`config.mk`:
```
export PLATFORM = sky130hd
export DESIGN_NAME = color_key_clipped_blit_unit_flat
export DESIGN_NICKNAME = d
export VERILOG_FILES = /design/src/design/ckcb_pkg.sv /design/src/design/ckcb_if.sv /design/src/design/color_key_clipped_blit_unit.sv /design/src/flat_wrapper.sv
export VERILOG_INCLUDE_DIRS = /design/src /design/src/design
export SDC_FILE = /design/constraint.sdc
export NUM_CORES = 1
export LEC_CHECK = 0
export BUFFER_PORTS_ARGS = -buffer_cell sky130_fd_sc_hd__buf_2
export CORE_UTILIZATION = 57
export DETAILED_ROUTE_END_ITERATION = 8
export PLACE_DENSITY = 0.8
export SLEW_MARGIN = 20
export SYNTH_ARGS = -nofsm -noshare
export SYNTH_HDL_FRONTEND = slang
export SYNTH_SLANG_ARGS = --single-unit
```
`constraint.sdc`:
```
create_clock -name clk_i -period 5.8 [get_ports clk_i]
set_clock_uncertainty 0.1 [all_clocks]
set_input_delay 1.16 -clock clk_i [delete_from_list [all_inputs] [get_ports clk_i]]
set_output_delay 1.16 -clock clk_i [all_outputs]
set_load 0.02 [all_outputs]
```
`src/design/color_key_clipped_blit_unit_assert.svh`:
```
// Assertion macros shared by the blit unit RTL.
`ifndef COLOR_KEY_CLIPPED_BLIT_UNIT_ASSERT_SVH
`define COLOR_KEY_CLIPPED_BLIT_UNIT_ASSERT_SVH

// Same-cycle implication, disabled while reset is asserted.
`define CKCB_ASSERT_IMP(label, clk, rst_n, ante, cons, msg) \
  label: assert property (@(posedge clk) disable iff (!(rst_n)) (ante) |-> (cons)) \
    else $error(msg);

// Next-cycle implication, disabled while reset is asserted.
`define CKCB_ASSERT_NXT(label, clk, rst_n, ante, cons, msg) \
  label: assert property (@(posedge clk) disable iff (!(rst_n)) (ante) |=> (cons)) \
    else $error(msg);

`endif

```
`src/design/ckcb_pkg.sv`:
```
// Types and constants of the color-keyed clipped blit unit.
package ckcb_pkg;

  localparam int unsigned DIM_W     = 13;
  localparam int unsigned COLOR_W   = 8;
  localparam int unsigned KEY_W     = 24;
  localparam int unsigned ADDR_W    = 26;
  localparam int unsigned CFG_IDX_W = 3;
  localparam int unsigned CFG_DAT_W = 24;
  localparam int unsigned BYTES_PER_PIXEL = 3;

  // Register indexes on the configuration port
  typedef enum logic [CFG_IDX_W-1:0] {
    CFG_SCREEN_WIDTH  = 3'd0,
    CFG_SCREEN_HEIGHT = 3'd1,
    CFG_DEST_X        = 3'd2,
    CFG_DEST_Y        = 3'd3,
    CFG_IMAGE_WIDTH   = 3'd4,
    CFG_IMAGE_HEIGHT  = 3'd5,
    CFG_KEY_ENABLE    = 3'd6,
    CFG_KEY_COLOR     = 3'd7
  } cfg_idx_e;

  // One framebuffer write result
  typedef struct packed {
    logic               write_enable;
    logic [ADDR_W-1:0]  byte_address;
    logic [COLOR_W-1:0] out_blue;
    logic [COLOR_W-1:0] out_green;
    logic [COLOR_W-1:0] out_red;
    logic               last_pixel;
  } res_t;

endpackage

```
`src/design/ckcb_if.sv`:
```
// Stream interfaces: source pixels in, framebuffer writes out.
interface ckcb_pix_if;
  logic                        valid;
  logic                        ready;
  logic [ckcb_pkg::COLOR_W-1:0] src_red;
  logic [ckcb_pkg::COLOR_W-1:0] src_green;
  logic [ckcb_pkg::COLOR_W-1:0] src_blue;

  modport source (output valid, output src_red, output src_green, output src_blue,
                  input ready);
  modport sink   (input valid, input src_red, input src_green, input src_blue,
                  output ready);
endinterface

interface ckcb_wr_if;
  logic                        valid;
  logic                        ready;
  logic                        write_enable;
  logic [ckcb_pkg::ADDR_W-1:0]  byte_address;
  logic [ckcb_pkg::COLOR_W-1:0] out_blue;
  logic [ckcb_pkg::COLOR_W-1:0] out_green;
  logic [ckcb_pkg::COLOR_W-1:0] out_red;
  logic                        last_pixel;

  modport source (output valid, output write_enable, output byte_address,
                  output out_blue, output out_green, output out_red,
                  output last_pixel, input ready);
  modport sink   (input valid, input write_enable, input byte_address,
                  input out_blue, input out_green, input out_red,
                  input last_pixel, output ready);
endinterface

```
`src/design/color_key_clipped_blit_unit.sv`:
```
// Top level of the color-keyed clipped 24-bit blit unit.
//
//  channel  dir  handshake          payload
//  pix_i    in   valid/ready        src_red, src_green, src_blue
//  wr_o     out  valid/ready        write_enable, byte_address, out_blue/green/red,
//                                   last_pixel
//  cfg      in   cfg_we_i (no wait) cfg_index_i, cfg_wdata_i
//
// One pixel per cycle, back to back, while pix_i.ready is high; results are registered.
// Clip, key and address logic sits between the counters and the result register.
// A register write restarts the image and holds pix_i.ready low in the cycle after it
// while dest_y * screen_width is registered; the same holds after reset.
// A result register plus a skid entry keep accepting while a result waits; ready
// drops only when both entries are full or while the row base settles.
`include "color_key_clipped_blit_unit_assert.svh"

module color_key_clipped_blit_unit #(
  parameter int unsigned MAX_DIM = 4096
) (
  input  logic                              clk_i,
  input  logic                              rst_ni,
  input  logic                              cfg_we_i,
  input  logic [ckcb_pkg::CFG_IDX_W-1:0]    cfg_index_i,
  input  logic [ckcb_pkg::CFG_DAT_W-1:0]    cfg_wdata_i,
  ckcb_pix_if.sink                          pix_i,
  ckcb_wr_if.source                         wr_o
);

  localparam int unsigned DW = ckcb_pkg::DIM_W;
  localparam int unsigned AW = ckcb_pkg::ADDR_W;
  localparam int unsigned CW = $clog2(MAX_DIM);
  // compare width: holds MAX_DIM itself and any 13-bit register value
  localparam int unsigned NW = (CW + 1 > DW) ? CW + 1 : DW;
  // signed screen coordinate width
  localparam int unsigned XW = NW + 1;
  localparam logic [NW-1:0] MAX_DIM_N = NW'(MAX_DIM);

  // Configuration registers
  logic [DW-1:0]                   screen_width_q, screen_height_q;
  logic [DW-1:0]                   dest_x_q, dest_y_q;
  logic [DW-1:0]                   image_width_q, image_height_q;
  logic                            key_enable_q;
  logic [ckcb_pkg::KEY_W-1:0]      key_color_q;

  always_ff @(posedge clk_i or negedge rst_ni) begin
    if (!rst_ni) begin
      screen_width_q  <= DW'(640);
      screen_height_q <= DW'(480);
      dest_x_q        <= '0;
      dest_y_q        <= '0;
      image_width_q   <= DW'(1);
      image_height_q  <= DW'(1);
      key_enable_q    <= 1'b0;
      key_color_q     <= '0;
    end else if (cfg_we_i) begin
      unique case (ckcb_pkg::cfg_idx_e'(cfg_index_i))
        ckcb_pkg::CFG_SCREEN_WIDTH:  screen_width_q  <= cfg_wdata_i[DW-1:0];
        ckcb_pkg::CFG_SCREEN_HEIGHT: screen_height_q <= cfg_wdata_i[DW-1:0];
        ckcb_pkg::CFG_DEST_X:        dest_x_q        <= cfg_wdata_i[DW-1:0];
        ckcb_pkg::CFG_DEST_Y:        dest_y_q        <= cfg_wdata_i[DW-1:0];
        ckcb_pkg::CFG_IMAGE_WIDTH:   image_width_q   <= cfg_wdata_i[DW-1:0];
        ckcb_pkg::CFG_IMAGE_HEIGHT:  image_height_q  <= cfg_wdata_i[DW-1:0];
        ckcb_pkg::CFG_KEY_ENABLE:    key_enable_q    <= cfg_wdata_i[0];
        ckcb_pkg::CFG_KEY_COLOR:     key_color_q     <= cfg_wdata_i[ckcb_pkg::KEY_W-1:0];
        default: ;
      endcase
    end
  end

  // Destination row base, registered from the configuration
  logic signed [DW-1:0]   dest_y_s;
  logic signed [DW:0]     screen_width_s;
  logic signed [2*DW:0]   base_prod;
  logic [AW-1:0]          base_init_q;

  assign dest_y_s       = $signed(dest_y_q);
  assign screen_width_s = $signed({1'b0, screen_width_q});
  assign base_prod      = dest_y_s * screen_width_s;

  always_ff @(posedge clk_i or negedge rst_ni) begin
    if (!rst_ni) begin
      base_init_q <= '0;
    end else begin
      base_init_q <= base_prod[AW-1:0];
    end
  end

  // Control state
  logic [CW-1:0] col_q, row_q;
  logic [AW-1:0] row_base_q;
  logic          fresh_q;   // row base still to be taken from base_init_q
  logic          settle_q;  // base_init_q not yet valid
  logic          out_v_q, skid_v_q;
  ckcb_pkg::res_t out_q, skid_q;

  logic          in_xfer, out_take;
  logic [AW-1:0] row_base_eff;

  assign pix_i.ready  = !skid_v_q && !settle_q;
  assign in_xfer      = pix_i.valid && pix_i.ready;
  assign out_take     = !out_v_q || wr_o.ready;
  assign row_base_eff = fresh_q ? base_init_q : row_base_q;

  // Clamped image dimensions
  logic [NW-1:0] iw, ih;
  assign iw = (image_width_q == '0 || NW'(image_width_q) > MAX_DIM_N)
              ? MAX_DIM_N : NW'(image_width_q);
  assign ih = (image_height_q == '0 || NW'(image_height_q) > MAX_DIM_N)
              ? MAX_DIM_N : NW'(image_height_q);

  // Screen position and clipping
  logic signed [XW-1:0] pos_x, pos_y;
  logic                 on_screen, keyed, end_col, last, we;
  logic [AW-1:0]        pix_index, addr;
  ckcb_pkg::res_t       res;

  assign pos_x = $signed({{(XW-DW){dest_x_q[DW-1]}}, dest_x_q})
               + $signed({{(XW-CW){1'b0}}, col_q});
  assign pos_y = $signed({{(XW-DW){dest_y_q[DW-1]}}, dest_y_q})
               + $signed({{(XW-CW){1'b0}}, row_q});

  assign on_screen = !pos_x[XW-1] && !pos_y[XW-1]
                   && (pos_x[XW-2:0] < NW'(screen_width_q))
                   && (pos_y[XW-2:0] < NW'(screen_height_q));
  assign keyed     = key_enable_q
                   && ({pix_i.src_red, pix_i.src_green, pix_i.src_blue} == key_color_q);
  assign end_col   = (NW'(col_q) + NW'(1)) >= iw;
  assign last      = end_col && ((NW'(row_q) + NW'(1)) >= ih);
  assign we        = on_screen && !keyed;

  // Byte address: (row base + x) * 3, modulo the address range
  assign pix_index = row_base_eff + AW'(pos_x);
  assign addr      = AW'(pix_index * AW'(ckcb_pkg::BYTES_PER_PIXEL));

  always_comb begin
    res.write_enable = we;
    res.byte_address = we ? addr : '0;
    res.out_blue     = we ? pix_i.src_blue  : '0;
    res.out_green    = we ? pix_i.src_green : '0;
    res.out_red      = we ? pix_i.src_red   : '0;
    res.last_pixel   = last;
  end

  // Counters and row base
  always_ff @(posedge clk_i or negedge rst_ni) begin
    if (!rst_ni) begin
      col_q      <= '0;
      row_q      <= '0;
      row_base_q <= '0;
      fresh_q    <= 1'b1;
      settle_q   <= 1'b1;
    end else begin
      settle_q <= cfg_we_i;
      if (cfg_we_i) begin
        col_q   <= '0;
        row_q   <= '0;
        fresh_q <= 1'b1;
      end else if (in_xfer) begin
        fresh_q <= 1'b0;
        priority if (last) begin
          col_q      <= '0;
          row_q      <= '0;
          row_base_q <= base_init_q;
        end else if (end_col) begin
          col_q      <= '0;
          row_q      <= row_q + CW'(1);
          row_base_q <= row_base_eff + AW'(screen_width_q);
        end else begin
          col_q      <= col_q + CW'(1);
          row_base_q <= row_base_eff;
        end
      end
    end
  end

  // Output register plus skid entry
  always_ff @(posedge clk_i or negedge rst_ni) begin
    if (!rst_ni) begin
      out_v_q  <= 1'b0;
      skid_v_q <= 1'b0;
    end else if (out_take) begin
      if (skid_v_q) begin
        skid_v_q <= 1'b0;
      end else begin
        out_v_q <= in_xfer;
      end
    end else if (in_xfer) begin
      skid_v_q <= 1'b1;
    end
  end

  always_ff @(posedge clk_i) begin
    if (out_take) begin
      out_q <= skid_v_q ? skid_q : res;
    end else if (in_xfer) begin
      skid_q <= res;
    end
  end

  assign wr_o.valid        = out_v_q;
  assign wr_o.write_enable = out_q.write_enable;
  assign wr_o.byte_address = out_q.byte_address;
  assign wr_o.out_blue     = out_q.out_blue;
  assign wr_o.out_green    = out_q.out_green;
  assign wr_o.out_red      = out_q.out_red;
  assign wr_o.last_pixel   = out_q.last_pixel;

  // Checks
  `CKCB_ASSERT_IMP(a_skid_behind_out, clk_i, rst_ni, skid_v_q, out_v_q,
                   "skid entry full while output register empty")
  `CKCB_ASSERT_NXT(a_cfg_blocks_input, clk_i, rst_ni, cfg_we_i, !pix_i.ready,
                   "pixel transfer allowed before row base settled")
  `CKCB_ASSERT_IMP(a_col_in_range, clk_i, rst_ni, 1'b1, NW'(col_q) < iw,
                   "column counter beyond image width")
  `CKCB_ASSERT_IMP(a_clipped_zero, clk_i, rst_ni, out_v_q && !out_q.write_enable,
                   out_q.byte_address == '0 && out_q.out_blue == '0
                   && out_q.out_green == '0 && out_q.out_red == '0,
                   "skipped pixel carries nonzero payload")

endmodule
```
`src/flat_wrapper.sv`:
```
// flat-port wrapper written by rule: the top's interface ports become plain ports
module color_key_clipped_blit_unit_flat 
#(
  parameter int unsigned MAX_DIM = 4096
)
  (clk_i, rst_ni, cfg_we_i, cfg_index_i, cfg_wdata_i, pix_i_valid, pix_i_src_red, pix_i_src_green, pix_i_src_blue, pix_i_ready, wr_o_valid, wr_o_write_enable, wr_o_byte_address, wr_o_out_blue, wr_o_out_green, wr_o_out_red, wr_o_last_pixel, wr_o_ready);
  ckcb_pix_if pix_i_i ();
  ckcb_wr_if wr_o_i ();
  input  logic clk_i;
  input  logic rst_ni;
  input  logic cfg_we_i;
  input  logic [ckcb_pkg::CFG_IDX_W-1:0] cfg_index_i;
  input  logic [ckcb_pkg::CFG_DAT_W-1:0] cfg_wdata_i;
  input wire logic [$bits(pix_i_i.valid)-1:0] pix_i_valid;
  input wire logic [$bits(pix_i_i.src_red)-1:0] pix_i_src_red;
  input wire logic [$bits(pix_i_i.src_green)-1:0] pix_i_src_green;
  input wire logic [$bits(pix_i_i.src_blue)-1:0] pix_i_src_blue;
  output wire logic [$bits(pix_i_i.ready)-1:0] pix_i_ready;
  output wire logic [$bits(wr_o_i.valid)-1:0] wr_o_valid;
  output wire logic [$bits(wr_o_i.write_enable)-1:0] wr_o_write_enable;
  output wire logic [$bits(wr_o_i.byte_address)-1:0] wr_o_byte_address;
  output wire logic [$bits(wr_o_i.out_blue)-1:0] wr_o_out_blue;
  output wire logic [$bits(wr_o_i.out_green)-1:0] wr_o_out_green;
  output wire logic [$bits(wr_o_i.out_red)-1:0] wr_o_out_red;
  output wire logic [$bits(wr_o_i.last_pixel)-1:0] wr_o_last_pixel;
  input wire logic [$bits(wr_o_i.ready)-1:0] wr_o_ready;
  assign pix_i_i.valid = pix_i_valid;
  assign pix_i_i.src_red = pix_i_src_red;
  assign pix_i_i.src_green = pix_i_src_green;
  assign pix_i_i.src_blue = pix_i_src_blue;
  assign pix_i_ready = pix_i_i.ready;
  assign wr_o_valid = wr_o_i.valid;
  assign wr_o_write_enable = wr_o_i.write_enable;
  assign wr_o_byte_address = wr_o_i.byte_address;
  assign wr_o_out_blue = wr_o_i.out_blue;
  assign wr_o_out_green = wr_o_i.out_green;
  assign wr_o_out_red = wr_o_i.out_red;
  assign wr_o_last_pixel = wr_o_i.last_pixel;
  assign wr_o_i.ready = wr_o_ready;
  color_key_clipped_blit_unit #(.MAX_DIM(MAX_DIM)) u_core (.clk_i(clk_i), .rst_ni(rst_ni), .cfg_we_i(cfg_we_i), .cfg_index_i(cfg_index_i), .cfg_wdata_i(cfg_wdata_i), .pix_i(pix_i_i), .wr_o(wr_o_i));
endmodule
```
==> impl_metrics.json <==
{
  "grt_pass1_wl_mm": 97.59,
  "final_net_count": 2989,
  "setup_violations": 15,
  "min_to": "u_core.row_base_q[9]$_DFFE_PN0P_",
  "synthCells": 2310,
  "synth-edff-count": 104,
  "clock.fmax_mhz": 163.7,
  "slew_headroom_pct": 31.11,
  "hp-class": "flip-flop to flip-flop",
  "synth_fa_ha_area_share_pct": 23.11,
  "grt_pass1_vias": 19260,
  "core_area_um2": 40100,
  "synth-compound-area-share_pct": 12.52,
  "grt_max_degree": 99,
  "violations": "setup timing",
  "fin_crit_ns": 6.111,
  "firstDrtPassIters": 6,
  "placed_cells": 3016,
  "area_growth_pct": 18.91,
  "ff2ff_path_depth": 30,
  "synthFlopType": "dfrtp_1",
  "fp.dieH_um": 204.7,
  "drtIter0Drc": 1765,
  "slew_viol_final": 0,
  "cp_slowest_cell": "dfrtp_1",
  "ys_ff_latch": 287,
  "cts_root_buffer": "clkbuf_16",
  "place_congestion": 0.9796,
  "whs_path_depth": 1,
  "synth_simple_gate_area_share_pct": 14.77,
  "rrSetupSlack_ns": -0.31,
  "cts_tree": "built",
  "critPathCaptureType": "flip-flop",
  "wl_per_cell_um": 20.81,
  "detail-route-antenna-nets": 0,
  "synthArstFlopShare_pct": 63.76,
  "worst_slack_ns": -0.3106,
  "cap_violations": 0,
  "synth_top_area_share_pct": 18.48,
  "yosys.area_share.xor_xnor_pct": 5.085,
  "yosys-top-cells-area": "dfrtp_1 (18%), edfxtp_1 (13%), ha_1 (12%)",
  "fin_tns_setup_ns": -2.594,
  "seq_area_frac_synth_pct": 32.94,
  "multi_input_comb_area_um2": 15470,
  "start_util_pct": 58.41,
  "status": "finished, violations left",
  "antenna_found_initial": 4,
  "htreeDepth": 1,
  "worstMarginPinSlew_ns": 1.033,
  "clkLatencyLatePin_ns": 0.60,
  "critPathMaxFanout": 4,
  "synth_top_family_by_area": "adder cells",
  "cts.clk_slew.worst_paths_ns": 0.06,
  "post-route-period-util_pct": 105.4,
  "dp_hpwl_mm": 44.58,
  "regArea_um2": 7734,
  "hold_start": "u_core.row_base_q[9]$_DFFE_PN0P_",
  "drc": 0,
  "wirelength_mm": 65.11,
  "instances_no_fill": 3129,
  "synthMuxAreaShare_pct": 7.094,
  "cts.path.max_buffers": 3,
  "synth_area_um2": 23420,
  "cts-buffers-inserted": 31,
  "ioPinCount": 110,
  "cp-start-kind": "flip-flop",
  "yosysTopAreaCell": "dfrtp_1",
  "gr-total-overflow": 0,
  "synthDistinctLibCells": 93,
  "rr_endpoint": "u_core.wr_o.byte_address[21]$_DFFE_PN_",
  "post-route-util_pct": 69.46,
  "syn-num-nets": 2723,
  "worstSetupPathType": "flip-flop to flip-flop",
  "die_area_um2": 41910,
  "synth_warnings": 0,
  "via_count": 19160,
  "avgViaCountPerCell": 6.124,
  "rows": 73,
  "portBuffers": 109,
  "grtUsageTotal_pct": 29.39,
  "grt_setup_unrepaired": "true",
  "slowest_delay_ns": 0.39,
  "cts_sinks": 287,
  "r2r_start": "u_core.dest_x_q[0]$_DFFE_PN0P_",
  "worstPathRequired_ns": 6.04,
  "final_hold_viol_count": 0,
  "hold_buffers": 0,
  "fill_cells": 2637,
  "avgSynthCellArea_um2": 10.14,
  "die_w_um": 204.7,
  "cp_common_cell": "o21ai_2",
  "drive_above_1_share_pct": 26.95,
  "cp_data_arrival_time_ns": 6.35
}
-- what timing repair did --
action | 4_1_cts | 5_1_grt
pin swaps | 69 | 106
gates resized for setup | 50 | 133
setup endpoints to repair | 23 | 41
endpoints found under the hold margin | 0 | 0
setup buffers | 17 | 36
-- cell usage after synthesis, types with 10 or more instances --
| cell type | instances |
|---|---|
| nand2b_1 | 51 |
| a31oi_1 | 15 |
| a22o_1 | 20 |
| a21o_1 | 71 |
| dfrtp_1 | 173 |
| and3_1 | 24 |
| nand3_1 | 56 |
| fa_1 | 126 |
| o31ai_1 | 12 |
| nor3_1 | 22 |
| o21ai_0 | 81 |
| clkbuf_1 | 74 |
| and2_4 | 10 |
| nand4_1 | 12 |
| edfxtp_1 | 104 |
| o21bai_1 | 11 |
| dfstp_2 | 10 |
| a211oi_1 | 15 |
| xor2_1 | 51 |
| nor2b_1 | 28 |
| nor4_1 | 13 |
| mux2_2 | 136 |
| mux2i_1 | 13 |
| and2_1 | 90 |
| a21oi_1 | 90 |
| o21a_1 | 14 |
| nand2_1 | 219 |
| nor2_1 | 119 |
| ha_1 | 231 |
| xnor2_1 | 85 |
| inv_1 | 180 |
-- worst max-delay path: cells and delay by family (launching register included) --
kind                       cells  cell delay, ns
adders and majority gates      4            1.09
muxes                          1            0.26
xor gates and xnor gates       3            0.63
buffers and inverters          2            0.24
DFF                            1            0.39
AOI/OAI and AO/OA             16            2.80
and+or+nand+nor                4            0.36
-- logic make-up (layout without fill, tap and decap cells) --
group	after synthesis	count (layout)
other	0	3
buffers and inverters	272	563
xor gates and xnor gates	136	136
adders and majority gates	357	357
DFF	287	287
and+or+nand+nor	689	689
AOI/OAI and AO/OA	420	420
muxes	149	149
-- registers in the layout, summed over array words and instances (netlist names), 24 cells and up --
| register | flops |
|---|---|
| u_core.key_color_q | 24 |
| u_core.row_base_q | 26 |
| u_core.base_init_q | 26 |
| u_core.skid_q | 52 |
| u_core.wr_o.byte_address | 26 |
-- metal layers --
layer  GRT usage [%]  wire, um  vias to the layer above
met4           13.65      3635                        0
met5               0         0                        -
met1           36.92     25630                     9399
met2           49.78     31260                      924
met3           4.359      4592                      261
li1                -         -                     8577
-- placed cells by master (no fill, tap or decap), types with 13 or more instances in the layout --
| cell | count |
|---|---|
| nor2b_1 | 25 |
| mux2_2 | 136 |
| a21oi_1 | 67 |
| dfrtp_2 | 15 |
| clkbuf_16 | 31 |
| nand2b_1 | 51 |
| a211oi_1 | 13 |
| a22o_1 | 20 |
| buf_6 | 16 |
| buf_2 | 109 |
| a21o_1 | 71 |
| mux2i_1 | 13 |
| fa_1 | 117 |
| nand2_1 | 210 |
| o21a_1 | 14 |
| and3_1 | 23 |
| xnor2_1 | 76 |
| xor2_1 | 46 |
| a21oi_2 | 22 |
| nor3_1 | 21 |
| o21ai_0 | 70 |
| buf_4 | 191 |
| nand3_1 | 53 |
| edfxtp_1 | 104 |
| and2_1 | 89 |
| dfrtp_1 | 158 |
| nor2_1 | 114 |
| inv_1 | 172 |
| ha_1 | 212 |
| ha_4 | 16 |
-- cell type report --
cell class	instances	area share (%)
clock inverter	21	0.7502
antenna	3	0.02695
sequential	287	27.77
clock buffer	37	2.866
multi-input combinational	1751	55.54
inverter	182	2.453
timing repair buffer	323	8.239
tap	525	2.358
-- how the worst max path moves through the flow --
stage / start / end / slack (ns) / cells past startpoint
after global placement: u_core.col_q[0]$_DFFE_PN0P_ / u_core.wr_o.byte_address[23]$_DFFE_PN_ / -0.17 / 30
after floorplan: u_core.col_q[0]$_DFFE_PN0P_ / u_core.wr_o.byte_address[25]$_DFFE_PN_ / 0.03 / 31
after detailed placement: u_core.col_q[0]$_DFFE_PN0P_ / u_core.wr_o.byte_address[25]$_DFFE_PN_ / -0.31 / 31
after CTS: u_core.dest_x_q[0]$_DFFE_PN0P_ / u_core.wr_o.byte_address[25]$_DFFE_PN_ / -0.08 / 31
final: u_core.dest_x_q[0]$_DFFE_PN0P_ / u_core.wr_o.byte_address[21]$_DFFE_PN_ / -0.31 / 30
after global routing: u_core.dest_x_q[0]$_DFFE_PN0P_ / u_core.wr_o.byte_address[21]$_DFFE_PN_ / -0.49 / 30
-- stage by stage --
step	cell area (um2)	worst slack [ns]	hold slack, ns
2_1_floorplan	23430	0.02505	0.3457
3_3_place_gp	25570	-0.1699	0.3547
3_5_place_dp	25570	-0.3121	0.3645
4_1_cts	26920	-0.07961	0.3778
5_1_grt	27850	-0.4913	0.4095
6_report	27850	-0.3106	0.3867
Power is left out: the tool's default activity adds up to more than one toggle a clock period on the data nets, which glitch-free logic cannot reach.
